`src/rtl/rrp_pkg.sv`:
```
// shared types and constants for the round robin process ring
// used by rrp_ctrl, rrp_dpath and round_robin_process_ring; no dependencies
package rrp_pkg;

  localparam int RRP_DEPTH = 16;

  localparam int FIELD_W  = 16;
  localparam int OPCODE_W = 3;
  localparam int IN_W     = 40;
  localparam int OUT_W    = 40;
  localparam int HELD_W   = 5;

  typedef enum logic [2:0] {
    OP_PUSH_TAIL = 3'd0,
    OP_PUSH_HEAD = 3'd1,
    OP_POP_HEAD  = 3'd2,
    OP_POP_TAIL  = 3'd3,
    OP_REMOVE    = 3'd4,
    OP_TICK      = 3'd5
  } opcode_t;

  typedef enum logic [1:0] {
    ST_OK      = 2'd0,
    ST_EMPTY   = 2'd1,
    ST_FULL    = 2'd2,
    ST_NOMATCH = 2'd3
  } status_t;

  typedef enum logic [2:0] {
    RD_NONE = 3'd0,
    RD_HEAD = 3'd1,
    RD_TAIL = 3'd2,
    RD_IDX  = 3'd3,
    RD_IDX1 = 3'd4
  } rd_sel_t;

  typedef enum logic [3:0] {
    S_IDLE,
    S_EXEC,
    S_POP_WAIT,
    S_SCAN_RD,
    S_SCAN_CMP,
    S_SHIFT_RD,
    S_SHIFT_WR,
    S_DONE
  } state_t;

  typedef struct packed {
    logic    latch;
    logic    push;
    rd_sel_t rd_sel;
    logic    commit;
    logic    idx_clr;
    logic    idx_inc;
    logic    take;
    logic    shift_wr;
    logic    dec_occ;
    logic    set_err;
    status_t err_code;
    logic    out_load;
  } rrp_cmd_t;

  typedef struct packed {
    logic [OPCODE_W-1:0] op;
    logic                empty;
    logic                full;
    logic                hit;
    logic                idx_last;
    logic                idx_last2;
    logic                out_free;
  } rrp_sts_t;

endpackage

```
`src/rtl/rrp_ctrl.sv`:
```
// sequencer for the process ring: accepts an item and steps the datapath
// through push, pop, tick, match search and close-up; depends on rrp_pkg
module rrp_ctrl (
  input  logic             clk,
  input  logic             rst_n,
  input  logic             in_tvalid,
  output logic             in_tready,
  input  rrp_pkg::rrp_sts_t sts,
  output rrp_pkg::rrp_cmd_t cmd
);
  import rrp_pkg::*;

  state_t state_r, state_nxt;

  always_ff @(posedge clk) begin
    if (!rst_n) begin
      state_r <= S_IDLE;
    end else begin
      state_r <= state_nxt;
    end
  end

  // next state
  always_comb begin
    state_nxt = state_r;
    unique case (state_r)
      S_IDLE: begin
        if (in_tvalid) state_nxt = S_EXEC;
      end
      S_EXEC: begin
        unique case (sts.op) inside
          OP_PUSH_TAIL, OP_PUSH_HEAD: state_nxt = S_DONE;
          OP_POP_HEAD, OP_POP_TAIL, OP_TICK: begin
            state_nxt = sts.empty ? S_DONE : S_POP_WAIT;
          end
          OP_REMOVE: begin
            state_nxt = sts.empty ? S_DONE : S_SCAN_RD;
          end
          default: state_nxt = S_DONE;
        endcase
      end
      S_POP_WAIT: state_nxt = S_DONE;
      S_SCAN_RD:  state_nxt = S_SCAN_CMP;
      S_SCAN_CMP: begin
        if (sts.hit) begin
          state_nxt = sts.idx_last ? S_DONE : S_SHIFT_RD;
        end else begin
          state_nxt = sts.idx_last ? S_DONE : S_SCAN_RD;
        end
      end
      S_SHIFT_RD: state_nxt = S_SHIFT_WR;
      S_SHIFT_WR: state_nxt = sts.idx_last2 ? S_DONE : S_SHIFT_RD;
      S_DONE: begin
        if (sts.out_free) state_nxt = S_IDLE;
      end
      default: state_nxt = S_IDLE;
    endcase
  end

  // commands
  always_comb begin
    cmd        = '0;
    cmd.rd_sel = RD_NONE;
    cmd.err_code = ST_OK;
    in_tready  = 1'b0;
    unique case (state_r)
      S_IDLE: begin
        in_tready = 1'b1;
        cmd.latch = in_tvalid;
      end
      S_EXEC: begin
        unique case (sts.op) inside
          OP_PUSH_TAIL, OP_PUSH_HEAD: begin
            if (sts.full) begin
              cmd.set_err  = 1'b1;
              cmd.err_code = ST_FULL;
            end else begin
              cmd.push = 1'b1;
            end
          end
          OP_POP_HEAD, OP_POP_TAIL, OP_TICK: begin
            if (sts.empty) begin
              cmd.set_err  = 1'b1;
              cmd.err_code = ST_EMPTY;
            end else begin
              cmd.rd_sel = (sts.op == OP_POP_TAIL) ? RD_TAIL : RD_HEAD;
            end
          end
          OP_REMOVE: begin
            if (sts.empty) begin
              cmd.set_err  = 1'b1;
              cmd.err_code = ST_EMPTY;
            end else begin
              cmd.idx_clr = 1'b1;
            end
          end
          default: ;
        endcase
      end
      S_POP_WAIT: cmd.commit = 1'b1;
      S_SCAN_RD:  cmd.rd_sel = RD_IDX;
      S_SCAN_CMP: begin
        if (sts.hit) begin
          cmd.take    = 1'b1;
          cmd.dec_occ = sts.idx_last;
        end else if (sts.idx_last) begin
          cmd.set_err  = 1'b1;
          cmd.err_code = ST_NOMATCH;
        end else begin
          cmd.idx_inc = 1'b1;
        end
      end
      S_SHIFT_RD: cmd.rd_sel = RD_IDX1;
      S_SHIFT_WR: begin
        cmd.shift_wr = 1'b1;
        cmd.idx_inc  = 1'b1;
        cmd.dec_occ  = sts.idx_last2;
      end
      S_DONE: cmd.out_load = sts.out_free;
      default: ;
    endcase
  end

endmodule

```
`src/rtl/rrp_dpath.sv`:
```
// datapath of the process ring: entry memory, head and count, scan index,
// result and output register; depends on rrp_pkg
module rrp_dpath #(
  parameter int DEPTH = rrp_pkg::RRP_DEPTH
) (
  input  logic                     clk,
  input  logic                     rst_n,
  input  logic [rrp_pkg::IN_W-1:0] in_tdata,
  input  rrp_pkg::rrp_cmd_t        cmd,
  output rrp_pkg::rrp_sts_t        sts,
  output logic                     out_tvalid,
  input  logic                     out_tready,
  output logic [rrp_pkg::OUT_W-1:0] out_tdata
);
  import rrp_pkg::*;

  localparam int HW = $clog2(DEPTH);
  localparam int OW = $clog2(DEPTH + 1);
  localparam int WW = 2 * FIELD_W;
  localparam logic [HW:0]   DEPTH_S  = (HW + 1)'(DEPTH);
  localparam logic [HW-1:0] LAST_IDX = HW'(DEPTH - 1);
  localparam logic [OW-1:0] FULL_CNT = OW'(DEPTH);

  logic [WW-1:0] mem [DEPTH];

  logic [OPCODE_W-1:0] op_r;
  logic [FIELD_W-1:0]  pid_r, load_r;
  logic [HW-1:0]       head_r, head_nxt;
  logic [OW-1:0]       occ_r, occ_nxt;
  logic [HW-1:0]       idx_r;
  logic [WW-1:0]       rd_data_r;
  status_t             res_status_r;
  logic [FIELD_W-1:0]  res_pid_r, res_load_r;
  logic                res_fin_r;
  logic                out_valid_r;
  logic [OUT_W-1:0]    out_data_r;

  logic [HW-1:0]      head_inc, head_dec, rd_addr, wr_addr, idx_p1;
  logic [OW-1:0]      occ_m1;
  logic               rd_en, wr_en;
  logic [WW-1:0]      wr_data;
  logic [FIELD_W-1:0] rd_pid, rd_load, dec_load;
  logic [OW:0]        idx_ext, occ_ext;
  logic [OW+HELD_W-1:0] held_ext;

  // ring position base + off, both below DEPTH
  function automatic logic [HW-1:0] wrap_add(input logic [HW-1:0] base,
                                             input logic [HW-1:0] off);
    logic [HW:0] s;
    logic [HW:0] t;
    s = {1'b0, base} + {1'b0, off};
    t = s - DEPTH_S;
    return (s >= DEPTH_S) ? t[HW-1:0] : s[HW-1:0];
  endfunction

  assign rd_pid   = rd_data_r[WW-1:FIELD_W];
  assign rd_load  = rd_data_r[FIELD_W-1:0];
  assign dec_load = (rd_load != '0) ? rd_load - 1'b1 : '0;
  assign head_inc = (head_r == LAST_IDX) ? '0 : head_r + 1'b1;
  assign head_dec = (head_r == '0) ? LAST_IDX : head_r - 1'b1;
  assign occ_m1   = occ_r - 1'b1;
  assign idx_p1   = idx_r + 1'b1;
  assign idx_ext  = {1'b0, OW'(idx_r)};
  assign occ_ext  = {1'b0, occ_r};

  assign sts.op        = op_r;
  assign sts.empty     = (occ_r == '0);
  assign sts.full      = (occ_r >= FULL_CNT);
  assign sts.hit       = (rd_data_r == {pid_r, load_r});
  assign sts.idx_last  = (idx_ext + 1'b1 >= occ_ext);
  assign sts.idx_last2 = (idx_ext + 2'd2 >= occ_ext);
  assign sts.out_free  = !out_valid_r || out_tready;

  // read port select
  always_comb begin
    rd_en = 1'b1;
    case (cmd.rd_sel)
      RD_HEAD: rd_addr = head_r;
      RD_TAIL: rd_addr = wrap_add(head_r, occ_m1[HW-1:0]);
      RD_IDX:  rd_addr = wrap_add(head_r, idx_r);
      RD_IDX1: rd_addr = wrap_add(head_r, idx_p1);
      default: begin
        rd_en   = 1'b0;
        rd_addr = head_r;
      end
    endcase
  end

  // write port: push, tick write-back or close-up move
  always_comb begin
    wr_en   = 1'b0;
    wr_addr = head_r;
    wr_data = {pid_r, load_r};
    if (cmd.push) begin
      wr_en   = 1'b1;
      wr_addr = (op_r == OP_PUSH_TAIL) ? wrap_add(head_r, occ_r[HW-1:0]) : head_dec;
    end else if (cmd.commit && op_r == OP_TICK) begin
      wr_en   = 1'b1;
      wr_data = {rd_pid, dec_load};
    end else if (cmd.shift_wr) begin
      wr_en   = 1'b1;
      wr_addr = wrap_add(head_r, idx_r);
      wr_data = rd_data_r;
    end
  end

  always_ff @(posedge clk) begin
    if (wr_en) mem[wr_addr] <= wr_data;
    if (rd_en) rd_data_r <= mem[rd_addr];
  end

  always_comb begin
    head_nxt = head_r;
    occ_nxt  = occ_r;
    if (cmd.push) begin
      occ_nxt = occ_r + 1'b1;
      if (op_r == OP_PUSH_HEAD) head_nxt = head_dec;
    end
    if (cmd.commit) begin
      if (op_r != OP_POP_TAIL) head_nxt = head_inc;
      if (op_r != OP_TICK || dec_load == '0) occ_nxt = occ_m1;
    end
    if (cmd.dec_occ) occ_nxt = occ_m1;
  end

  always_ff @(posedge clk) begin
    if (!rst_n) begin
      head_r      <= '0;
      occ_r       <= '0;
      out_valid_r <= 1'b0;
    end else begin
      head_r <= head_nxt;
      occ_r  <= occ_nxt;
      if (cmd.out_load) begin
        out_valid_r <= 1'b1;
      end else if (out_tready) begin
        out_valid_r <= 1'b0;
      end
    end
  end

  assign held_ext = {{HELD_W{1'b0}}, occ_r};

  // payload: item fields, scan index and result
  always_ff @(posedge clk) begin
    if (cmd.latch) begin
      op_r         <= in_tdata[OPCODE_W-1:0];
      pid_r        <= in_tdata[OPCODE_W +: FIELD_W];
      load_r       <= in_tdata[OPCODE_W+FIELD_W +: FIELD_W];
      res_status_r <= ST_OK;
      res_pid_r    <= '0;
      res_load_r   <= '0;
      res_fin_r    <= 1'b0;
    end
    if (cmd.idx_clr) begin
      idx_r <= '0;
    end else if (cmd.idx_inc) begin
      idx_r <= idx_p1;
    end
    if (cmd.set_err) res_status_r <= cmd.err_code;
    if (cmd.take) begin
      res_pid_r  <= rd_pid;
      res_load_r <= rd_load;
    end
    if (cmd.commit) begin
      res_pid_r <= rd_pid;
      if (op_r == OP_TICK) begin
        res_load_r <= dec_load;
        res_fin_r  <= (dec_load == '0);
      end else begin
        res_load_r <= rd_load;
      end
    end
    if (cmd.out_load) begin
      out_data_r <= {held_ext[HELD_W-1:0], res_fin_r, res_load_r, res_pid_r,
                     res_status_r};
    end
  end

  assign out_tvalid = out_valid_r;
  assign out_tdata  = out_data_r;

endmodule

```
`src/rtl/round_robin_process_ring.sv`:
```
// round robin process ring, top level: sequencer plus datapath
// depends on rrp_pkg, rrp_ctrl and rrp_dpath
//
// Keeps a circular order of up to DEPTH process entries (pid, remaining load)
// in an entry memory with separate read and write ports and a registered
// read. One item is handled at a time: an item is taken, then its result is
// loaded into the output register, which may still hold the previous result
// while the next item is taken. A match removal reads entries from the head
// one at a time until it finds the match, then closes up the later entries,
// each with one memory read and one write; a search that finds no match
// reads every entry. A result still waiting in the output register holds
// the sequencer.
// The memory needs no clearing after reset.
module round_robin_process_ring #(
  parameter int DEPTH = rrp_pkg::RRP_DEPTH
) (
  input  logic                      clk,
  input  logic                      rst_n,
  input  logic                      in_tvalid,
  output logic                      in_tready,
  // opcode [2:0], item_pid [18:3], item_load [34:19], zero [39:35]
  input  logic [rrp_pkg::IN_W-1:0]  in_tdata,
  output logic                      out_tvalid,
  input  logic                      out_tready,
  // status [1:0], out_pid [17:2], out_load [33:18], finished [34],
  // entries_held [39:35]
  output logic [rrp_pkg::OUT_W-1:0] out_tdata
);
  import rrp_pkg::*;

  rrp_cmd_t cmd;
  rrp_sts_t sts;

  rrp_ctrl u_ctrl (
    .clk       (clk),
    .rst_n     (rst_n),
    .in_tvalid (in_tvalid),
    .in_tready (in_tready),
    .sts       (sts),
    .cmd       (cmd)
  );

  rrp_dpath #(
    .DEPTH (DEPTH)
  ) u_dpath (
    .clk        (clk),
    .rst_n      (rst_n),
    .in_tdata   (in_tdata),
    .cmd        (cmd),
    .sts        (sts),
    .out_tvalid (out_tvalid),
    .out_tready (out_tready),
    .out_tdata  (out_tdata)
  );

`ifndef SYNTH
  // one item at a time
  a_one_item: assert property (@(posedge clk) disable iff (!rst_n)
    in_tvalid && in_tready |=> !in_tready)
    else $error("item taken while another is in flight");

  // a result never overwrites one not yet taken
  a_no_overwrite: assert property (@(posedge clk) disable iff (!rst_n)
    cmd.out_load |-> (!out_tvalid || out_tready))
    else $error("result register overwritten");

  // no push into a full ring
  a_push_room: assert property (@(posedge clk) disable iff (!rst_n)
    cmd.push |-> !sts.full)
    else $error("push into full ring");
`endif

endmodule

```
`config.mk`:
```
export PLATFORM = sky130hd
export DESIGN_NAME = round_robin_process_ring
export DESIGN_NICKNAME = d
export VERILOG_FILES = /design/src/rtl/rrp_pkg.sv /design/src/rtl/rrp_ctrl.sv /design/src/rtl/rrp_dpath.sv /design/src/rtl/round_robin_process_ring.sv
export SDC_FILE = /design/constraint.sdc
export NUM_CORES = 1
export LEC_CHECK = 0
export BUFFER_PORTS_ARGS = -buffer_cell sky130_fd_sc_hd__buf_2
export CORE_MARGIN = 4
export CORE_UTILIZATION = 40
export DETAILED_ROUTE_END_ITERATION = 10
export GPL_TIMING_DRIVEN = 0
export HOLD_SLACK_MARGIN = 0.1
export PLACE_DENSITY = 0.6
export SLEW_MARGIN = 20
export SYNTH_ARGS = -nofsm -noshare
export SYNTH_HDL_FRONTEND = slang
export SYNTH_SLANG_ARGS = --single-unit
export TNS_END_PERCENT = 100
```
`constraint.sdc`:
```
create_clock -name clk -period 4.95 [get_ports clk]
set_clock_uncertainty 0.2 [all_clocks]
set_input_delay 0.495 -clock clk [delete_from_list [all_inputs] [get_ports clk]]
set_output_delay 0.495 -clock clk [all_outputs]
set_load 0.02 [all_outputs]
```
## After elaboration in Yosys (flattened, before gate mapping)

Memory sizes are Yosys's and may differ from the RTL's. A register that Yosys moved wholly into a read port is not among the register bits.
Index checks and enable logic that the tools add are counted.

| storage, ports and cells | value |
|---|---|
| bits in registers | 128 |
| memory bits (writable) | 512 |
| output and inout bits | 42 |
| word-level logic and storage cells | 157 |
| memories | 1 |

| cells by class | value |
|---|---|
| add/subtract/negate cells | 16 |
| order comparisons | 7 |
| equality and inequality tests | 22 |
| mux-type cells | 80 |
| reduce and logical (&&, ||, !) cells | 18 |

Memory list:

| memory | depth | bits a word | read ports | clocked after memory_dff | wr ports | RTL line | source |
|---|---|---|---|---|---|---|---|
| u_dpath.mem | 16 | 32 | 1 | 1 | 1 | rrp_dpath.sv:24 | `logic [WW-1:0] mem [DEPTH];` |

Operators with widths:

| cell | number |
|---|---|
| 2-to-1 mux 16 bit | 7 |
| 2-to-1 mux 32 bit | 3 |
| 2-to-1 mux 4 bit | 17 |
| == test 32 bit | 1 |
| case mux 4 bit (8 select lines) | 1 |
| 2-to-1 mux 1 bit | 27 |
| 2-to-1 mux 3 bit | 9 |
| >= comparator 5 bit (second input constant) | 5 |
| adder 4 x 4 -> 5 bit | 4 |
| 2-to-1 mux 5 bit | 4 |
| subtractor 4 x 1 -> 4 bit (second input constant) | 5 |
| == test 4 x 3 -> 1 bit (second input constant) | 4 |
| logical NOT 16 bit | 1 |
| nonzero test 16 bit | 1 |
| subtractor 16 x 1 -> 16 bit (second input constant) | 1 |
| == test 3 x 2 -> 1 bit (second input constant) | 4 |
| >= comparator 6 x 5 -> 1 bit | 2 |
| case mux 3 bit (2 select lines) | 2 |
| case mux 4 bit (3 select lines) | 1 |
| 2-to-1 mux 2 bit | 5 |
| == test 3 bit (second input constant) | 3 |
| case mux 3 bit (3 select lines) | 1 |
| adder 4 x 1 -> 4 bit (second input constant) | 2 |
| == test 4 x 2 -> 1 bit (second input constant) | 2 |
| 25 further kinds | 31 |

## Depth between registers and ports, before layout

Gate-level depths: netlist of run 1.

| logic depth | value |
|---|---|
| depth in word-level cells | 8 |
| depth in mapped cells | 15 |
| depth with buffers taken out | 13 |

## Modules after synthesis

From an unflattened synthesis of run 1, not the netlist that was laid out.

| unflattened totals | value |
|---|---|
| cell total of the unflattened synthesis | 1816 |
| area total of the unflattened synthesis | 28936.5 um2 |

By module, submodules not included:

| module | times used | cells each | area each (um2) |
|---|---|---|---|
| rrp_dpath | 1 | 1755 | 28523.6 |
| rrp_ctrl | 1 | 61 | 412.9 |

## Worst setup path before layout of run 1

Ideal clock, no wire load.

| timing | value |
|---|---|
| kind | flip-flop to flip-flop |
| start | reg u_ctrl.state_r[0] |
| end | mem u_dpath.mem[6][0] in the netlist's numbering (enable) |
| setup time | 0.421 ns |
| data arrival time | 3.486 ns |
| data required time | 4.329 ns |
| slack | 0.843 ns |
| cell stages (with the launch flop) | 8 |
| clock period less this slack | 4.107 ns |
| cells stage by stage | dfxtp_1 > clkbuf_1 > nand2_1 > nor4_1 > clkbuf_1 > mux2i_1 > nand2_1 > nor2_1 |

| between the ends | value |
|---|---|
| word-level cells in the longest chain between the ends | 7 |

RTL lines:

| what | RTL line | source |
|---|---|---|
| from (decl) | rrp_ctrl.sv:13 | `state_t state_r, state_nxt;` |
| from (signal assigned) | rrp_ctrl.sv:19 | `state_r <= state_nxt;` |
| == test 4 x 3 -> 1 bit or == test 4 x 2 -> 1 bit (tied branches) | rrp_ctrl.sv:66 | `unique case (state_r)` |
| 2-to-1 mux 1 bit | rrp_ctrl.sv:66 |  |
| 2-to-1 mux 1 bit or logical AND 1 bit (tied branches) | rrp_dpath.sv:100, rrp_dpath.sv:97 |  |
| 2-to-1 mux 1 bit | rrp_dpath.sv:97 | `end else if (cmd.commit && op_r == OP_TICK) begin` |
| 2-to-1 mux 1 bit | rrp_dpath.sv:94 | `if (cmd.push) begin` |
| 2-to-1 mux 1 bit | rrp_dpath.sv:108 | `if (wr_en) mem[wr_addr] <= wr_data;` |
| 2-to-1 mux 1 bit (not written as such) | rrp_dpath.sv:108 |  |
| to (decl) | rrp_dpath.sv:24 |  |

Parallel ways exist; a longest one is shown, timed or not.

## Worst setup path after layout of run 1

| timing | value |
|---|---|
| start | reg u_ctrl.state_r[1] |
| end | reg u_dpath.rd_data_r[12] (read register of u_dpath.mem) (data pin) |

| between the ends | value |
|---|---|
| word-level cells in the longest chain between the ends | 5 |

RTL lines:

| what | RTL line | source |
|---|---|---|
| == test 4 x 3 -> 1 bit (tied with other cells) | rrp_ctrl.sv:66 |  |
| case mux 3 bit (3 select lines) * | rrp_ctrl.sv:66 |  |
| == test 3 x 1 -> 1 bit (tied with other cells) | rrp_dpath.sv:77 | `case (cmd.rd_sel)` |
| OR reduction 4 bit (no source line) | n/a |  |
| 2-to-1 mux 1 bit | rrp_dpath.sv:77 |  |
| to (decl) | rrp_dpath.sv:31 | `logic [WW-1:0] rd_data_r;` |

Mark *: on every way between the ends. The rest lies on a longest branch, timed or not.
A chain may end at the register's enable or synchronous reset.

==> qor.yml, run 1 <==
status: "finished clean"
pre_cts_ws_ns: -0.342
dpl.cell_count: 2896
endpoint_kind: "flop"
power.internal_mw: 12.4
r2r-start: "u_ctrl.state_r[1]"
synthTopCellsByCount: "edfxtp_1 (653), nand2_1 (188), a21oi_1 (166), mux2i_1 (136), a221oi_1 (130)"
path_clk_slew_ns: 0.06
rsz0062_at_grt: "yes"
synthFlopType: "edfxtp_1"
htreeDepth: 3
clock_path_buffers: 3
fmax_mhz: 208
synth_seq_area_share: 0.721
fp.dieArea_um2: 73500
yosysWarnings: 0
dpl.hpwl_mm: 53.5
grt_pass1_vias: 17000
wire_per_inst_um: 25.4
drv_cap: 0
grt_first_pass_wirelength_mm: 112
routed-via-count: 17400
cp_cell_sequence: "clkbuf_1 -> nor2b_1 -> nand2_1 -> nor2_1 -> a21oi_1 -> ha_1 -> fa_1 -> nand3_1 -> a22oi_1 -> clkbuf_2 -> clkbuf_2 -> a221oi_1 -> or4_1"
cpMostUsedCell: "clkbuf_2"
power_switching_share: 0.373
hold_viol_final: 0
arrival_ns: 4.90
die_x_um: 271
peakVddDrop_mv: 0.276
stdcell_count: 3046
p_leak_nw: 11.5
syn-num-nets: 1936
insertion_delay_ns: 0.60
start_kind: "flop"
rows: 96
worstPathMaxFanout: 10
finalSetupTns_ns: 0
rrSetupSlack_ns: 0.15
drtIter0Drc: 1989
hold-path-endpoint: "u_dpath.head_r[1]"
synth_area_um2: 27700
setup_violations: 0
power_frac_seq: 0.394
overflow: 0
cts_tree: "yes"
setup_slack_ns: 0.146
core-area_um2: 68600
synth_top_area_frac: 0.708
p_switching_mw: 7.41
drcViolationCount: 0
timing.final.crit_share: 0.971
syn_inst: 1861
ios: 86
worstReg2RegEnd: "u_dpath.rd_data_r[12]"
crit_type: "reg2reg"
finalWirelength_mm: 77.4
yosysTopAreaCell: "edfxtp_1"
cp_slowest_cell: "or4_1"
max_stage_delay_ns: 0.67
power_frac_clock: 0.247
area_growth_pct: 16.9
yosysMostFrequentCell: "edfxtp_1"
whs_ns: 0.123
track_usage: 0.205
ant_nets: 0
initial_utilization: 0.404
cts_root_buf: "clkbuf_16"
min_path_type: "in2reg"
min-delay-start: "rst_n"
portBuffers: 79
drt_pass1_iterations: 6
n_antenna_cell: 0
synth_cell_types: 64
syn_area_per_cell_um2: 14.9
tightestPinTransition_ns: 0.990
hold_depth: 2
slew_violations: 0
num-fill-cells: 5842
yosys-top-cells-area: "edfxtp_1 (71%), mux2i_1 (4.9%), a221oi_1 (4.1%)"
cts.sinks: 671
synth_edf_count: 653
p_per_area_nw_per_um2: 613
numCtsBuffers: 69
die_h_um: 271
postSynth.asyncResetShare: 0
grt_max_degree: 33
fin_nets: 2146
cp.required_ns: 5.05
period_needed_ns: 4.80
ys_ff_latch: 671
pwr-share-comb: 0.360
r2r.worst_path.cells: 13
drive_gt1_frac: 0.138
antenna_found_initial: 4
place_congestion: 0.870
viasPerCell: 5.71
slew_headroom: 0.340
[power groups by stage]
| stage | clock network, mW | registers [mW] | logic [mW] |
|---|---|---|---|
| finish | 4.90 | 7.81 | 7.13 |
| global route | 5.21 | 7.86 | 7.64 |
| CTS | 4.98 | 7.80 | 7.06 |
| detailed placement | 0 | 7.92 | 7.00 |
| global placement | 0 | 7.94 | 6.70 |
| floorplan | 0 | 7.75 | 4.35 |
[routing by layer]
metal / global-route usage / routed length [µm] / part of all wire / vias to the layer above
met3: 0.0343 / 6400 / 0.083 / 127
met4: 0.0677 / 2000 / 0.026 / 2
met2: 0.327 / 36100 / 0.47 / 792
met1: 0.289 / 32900 / 0.43 / 8775
met5: 0 / 12 / 0.00016 / -
li1: - / - / - / 7709
[logic make-up (layout without fill, tap and decap cells)]
group                    count (synthesis)  in the layout  synth area share
flip-flops                             671            671             0.721
buffers and inverters                  140            394            0.0221
AND/OR/NAND/NOR                        419            419            0.0727
multiplexers                           157            157            0.0577
adder cells (fa/ha/maj)                 31             31            0.0148
AO/OA/AOI/OAI                          396            396            0.0964
XOR/XNOR                                47             47            0.0149
[worst max-delay path by stage]
stage | from | end | slack, ns | depth (start not counted)
6_report | u_ctrl.state_r[1] | u_dpath.rd_data_r[12] | 0.15 | 13
5_1_grt | u_dpath.occ_r[0] | u_dpath.rd_data_r[12] | -0.04 | 12
4_1_cts | u_dpath.occ_r[0] | u_dpath.rd_data_r[25] | 0.009 | 12
3_5_place_dp | u_ctrl.state_r[1] | u_dpath.rd_data_r[12] | -0.34 | 13
3_3_place_gp | u_ctrl.state_r[0] | u_dpath.mem[14][23] | -1.78 | 7
2_1_floorplan | u_ctrl.state_r[0] | u_dpath.mem[6][0] | 0.84 | 7
[critical path, delay by kind of cell, from the launching register on]
kind / cells / cell delay (ns)
AOI/OAI and AO/OA: 3 / 0.76
adders and majority gates: 2 / 0.77
DFF: 1 / 0.29
and+or+nand+nor: 5 / 1.41
buffers and inverters: 3 / 1.06
[metrics by stage]
step / utilization / cell area [µm²] / total power [mW]
after floorplan: - / 27700 / 12.1
after global placement: 0.426 / 29200 / 14.6
after detailed placement: 0.436 / 29900 / 14.9
after CTS: 0.472 / 32400 / 19.8
after global routing: 0.472 / 32400 / 20.7
final: 0.472 / 32400 / 19.8
[layout make-up]
cell class,count,area [µm²],share of cell area
clock buffer,83,1780,0.0550
buffer,121,572,0.0177
inverter,19,71.3,0.00220
sequential,671,20000,0.617
tap,931,1160,0.0360
timing repair buffer,139,1240,0.0384
multi-input combinational,1050,7270,0.224
clock inverter,32,308,0.00951
[state kept, by name, indices dropped and copies added, names as in the netlist]
register,count
u_dpath.res_load_r,16
u_dpath.res_status_r,2
u_dpath.res_pid_r,16
u_dpath.op_r,3
u_dpath.load_r,16
u_dpath.out_tvalid,1
u_dpath.idx_r,4
u_dpath.mem,512
u_dpath.head_r,4
u_dpath.occ_r,5
u_dpath.pid_r,16
u_dpath.rd_data_r,32
u_dpath.res_fin_r,1
u_dpath.out_tdata,40
u_ctrl.state_r,3
[placed cells by master, fill, tap and decap left out, types with 6 or more instances in the layout]
cell,Yosys,routed
nor3b_1,7,7
nor2b_1,16,16
nor2_4,0,17
buf_4,1,6
xnor2_1,8,8
buf_12,0,9
mux2i_1,136,136
clkbuf_2,1,26
buf_2,11,91
xor2_1,39,39
and2_1,21,21
edfxtp_1,653,653
nor4_1,13,12
clkinv_2,0,7
dlygate4sd3_1,0,35
nand4_1,10,10
o21ai_0,30,28
mux2_2,21,21
buf_6,9,9
a21oi_1,166,166
nor3_1,17,17
a221oi_1,130,130
or4_1,33,33
inv_1,19,18
a21o_1,12,12
nand2b_1,11,9
o211ai_1,6,6
nand3_1,17,17
clkbuf_1,97,86
buf_16,0,10
or3_1,8,8
nand2_1,188,187
clkbuf_16,0,69
clkinv_1,0,11
dfxtp_1,18,18
a31oi_1,8,8
ha_1,28,28
nor2_1,64,47
[what timing repair did]
item	in CTS	in global routing
hold buffers	35	0
gates resized for setup	14	23
setup endpoints to repair	31	31
hold endpoints to repair	35	0
buffers inserted	0	0
(Power assumes the default switching activity.)
==> run 2: changes to the inputs <==
- ABC_AREA: unset -> 1
==> qor.yml, run 2 <==
place_area_um2: 32700  # +9.3%
pwr-share-comb: 0.428  # +0.068
power_frac_seq: 0.346  # -0.048
seq_area_um2: 20000  # unchanged
synth_seq_area_share: 0.662  # -0.0592
yosysWarnings: 0  # unchanged
grt_util_met3: 0.0371  # +0.00274
regMostFlops: "u_dpath.mem"
synth_edf_count: 653  # unchanged
utilization: 0.473  # +0.00143
synthFlopType: "edfxtp_1"
portBuffers: 80  # +1.3%
htreeDepth: 3  # unchanged
cts_tree: "yes"
synth_area_um2: 30200  # +8.9%
synth_top_area_frac: 0.650  # -0.0581
insertion_delay_ns: 0.62  # +0.02 ns
ios: 86  # unchanged
status: "finished clean"
yosysMostFrequentCell: "edfxtp_1"
initial_utilization: 0.404  # +0.000771
r2r-start: "u_dpath.occ_r[0]"
fin_nets: 3103  # +45%
ant_nets: 0  # unchanged
cp.required_ns: 5.22  # +0.17 ns
syn-num-nets: 2869  # +48%
place_congestion: 0.881  # +1.3%
numCtsBuffers: 71  # +2.9%
worstPathMaxFanout: 10  # unchanged
synth_cell_types: 44  # -31%
finalWirelength_mm: 86.3  # +11%
drtIter0Drc: 2161  # +8.6%
drive_gt1_frac: 0.136  # -0.00136
fmax_mhz: 234  # +13%
peakVddDrop_mv: 0.296  # +7.5%
cts_setup_buffers: 0  # unchanged
grt_max_degree: 28  # -15%
drcViolationCount: 0  # unchanged
multi_input_area_um2: 8220  # +13%
syn_inst: 2794  # +50%
ys_ff_latch: 671  # unchanged
rrSetupSlack_ns: 0.68  # +0.54 ns
syn_area_per_cell_um2: 10.8  # -27%
grt_pass1_vias: 20300  # +20%
total_power_mw: 22.8  # +15%
cts.sinks: 671  # unchanged
wire_per_inst_um: 21.3  # -16%
stdcell_count: 4052  # +33%
critPathLaunch: "u_dpath.occ_r[0]"
p_leak_nw: 14.2  # +23%
setup_violations: 0  # unchanged
min-delay-start: "u_dpath.res_load_r[0]"
num-fill-cells: 6682  # +14%
p_per_area_nw_per_um2: 645  # +5.3%
arrival_ns: 4.54  # -0.36 ns
power.internal_mw: 13.2  # +6.3%
fp.dieArea_um2: 79900  # +8.7%
overflow: 0  # unchanged
yosys-top-cells-area: "edfxtp_1 (65%), nand2_1 (7.9%), nand3_1 (6.8%)"
largest_register_ffs: 512  # unchanged
rows: 100  # +4.2%
ctsResizeCount: 0  # -14
core-area_um2: 74600  # +8.7%
die_h_um: 283  # +4.2%
rsz0062_at_grt: "no"
start_kind: "flop"
power_switching_share: 0.420  # +0.0463
layout_commonest_cell: "edfxtp_1"
dpl.hpwl_mm: 61.8  # +16%
postSynth.asyncResetShare: 0  # unchanged
timing.final.crit_share: 0.862  # -0.109
slew_headroom: 0.341  # +0.000493
met1_usage: 0.279  # -0.0105
routed-via-count: 21000  # +21%
cts_root_buf: "clkbuf_16"
final_area_um2: 35300  # +9.1%
period_needed_ns: 4.27  # -0.538 ns
tightestPinTransition_ns: 0.989  # -0.000739 ns
finalSetupTns_ns: 0  # unchanged
viasPerCell: 5.18  # -9.4%
synthTopCellsByCount: "edfxtp_1 (653), nand2_1 (631), nand3_1 (412), inv_1 (387), nand3b_1 (128)"
die_x_um: 283  # +4.2%
hold_buffers: 39  # +11%
grtUsageMet2: 0.359  # +0.0320
yosysTopAreaCell: "edfxtp_1"
slew_violations: 0  # unchanged
crit_type: "reg2reg"
grt_first_pass_wirelength_mm: 127  # +13%
area_growth_pct: 17.1
hold_viol_final: 0  # unchanged
endpoint_kind: "flop"
final_cell_mix: "edfxtp_1 (653), nand2_1 (630), nand3_1 (412)"
p_switching_mw: 9.56  # +29%
antenna_found_initial: 1  # -3
n_antenna_cell: 0  # unchanged
path_clk_slew_ns: 0.06  # about the same
drt_pass1_iterations: 8  # +2
clock_path_buffers: 3  # unchanged
drv_cap: 0  # unchanged
dpl.cell_count: 3884  # +34%
track_usage: 0.215  # +0.00912
top_usage_layer: "met2"
min_path_type: "reg2reg"
power_frac_clock: 0.226  # -0.021
## run 2: cell types whose count changed after synthesis, sizes merged, moves of 57 or more
cell and delta:
mux2i -136, clkbuf -85, a221oi -129, buf +95, inv +376, nand3b +128, nand3 +400, nand2 +445
nor2 +57, a21oi -149, o21ai +94
## run 2: critical path: stages, from the launching register on
cell     delay, ns
dfxtp_1       0.54
inv_1         0.20
ha_1          0.27
xnor2_1       0.22
o21ai_0       0.12
ha_1          0.33
a21oi_1       0.19
nand2_1       0.08
xor2_1        0.16
xor2_1        0.21
nand2_1       0.14
a21oi_2       0.50
buf_2         0.47
nand3_1       0.31
nand2_1       0.19
## run 2: layout make-up
class / count / share of cell area
Sequential cell: 671 / 0.566
Timing Repair Buffer: 161 / 0.0415
Clock buffer: 86 / 0.0531
Clock inverter: 42 / 0.00982
Buffer: 131 / 0.0203
Inverter: 398 / 0.0423
Tap cell: 969 / 0.0343
Multi-Input combinational cell: 1594 / 0.233
## run 2: final timing paths
kind                      endpoint  cells past startpoint
max          u_dpath.rd_data_r[19]                     14
min reg2reg  u_dpath.out_tdata[18]                      0
min          u_dpath.out_tdata[18]                      0
max reg2reg  u_dpath.rd_data_r[19]                     14
## run 2: kinds of logic (layout without fill, tap and decap cells)
kind of cell,after synthesis,in the layout,synth area share
DFF,671,671,0.662
AOI/OAI and AO/OA,177,177,0.0327
buffers and inverters,529,818,0.0734
adders and majority gates,31,31,0.0136
and+or+nand+nor,1353,1353,0.209
xor gates and xnor gates,33,33,0.00958
## run 2: metal layers
| metal | up-vias | routed length, µm |
|---|---|---|
| met5 | - | 0 |
| met1 | 10000 | 34900 |
| met2 | 855 | 40800 |
| met4 | 0 | 3460 |
| met3 | 167 | 7040 |
| li1 | 9945 | - |
## run 2: power by group through the flow
stage | Sequential [mW] | Clock, mW | Combinational, mW
after floorplan | 7.90 | 0 | 5.79
after global placement | 8.06 | 0 | 9.13
after detailed placement | 7.99 | 0 | 9.61
after CTS | 7.88 | 5.24 | 9.68
after global routing | 7.94 | 5.47 | 10.6
final | 7.88 | 5.15 | 9.75
## run 2: stage by stage
step	hold slack, ns	setup slack [ns]
after floorplan	0.200	1.25
after global placement	0.201	-0.766
after detailed placement	0.205	0.810
after CTS	0.206	0.772
after global routing	0.221	0.542
final	0.211	0.684
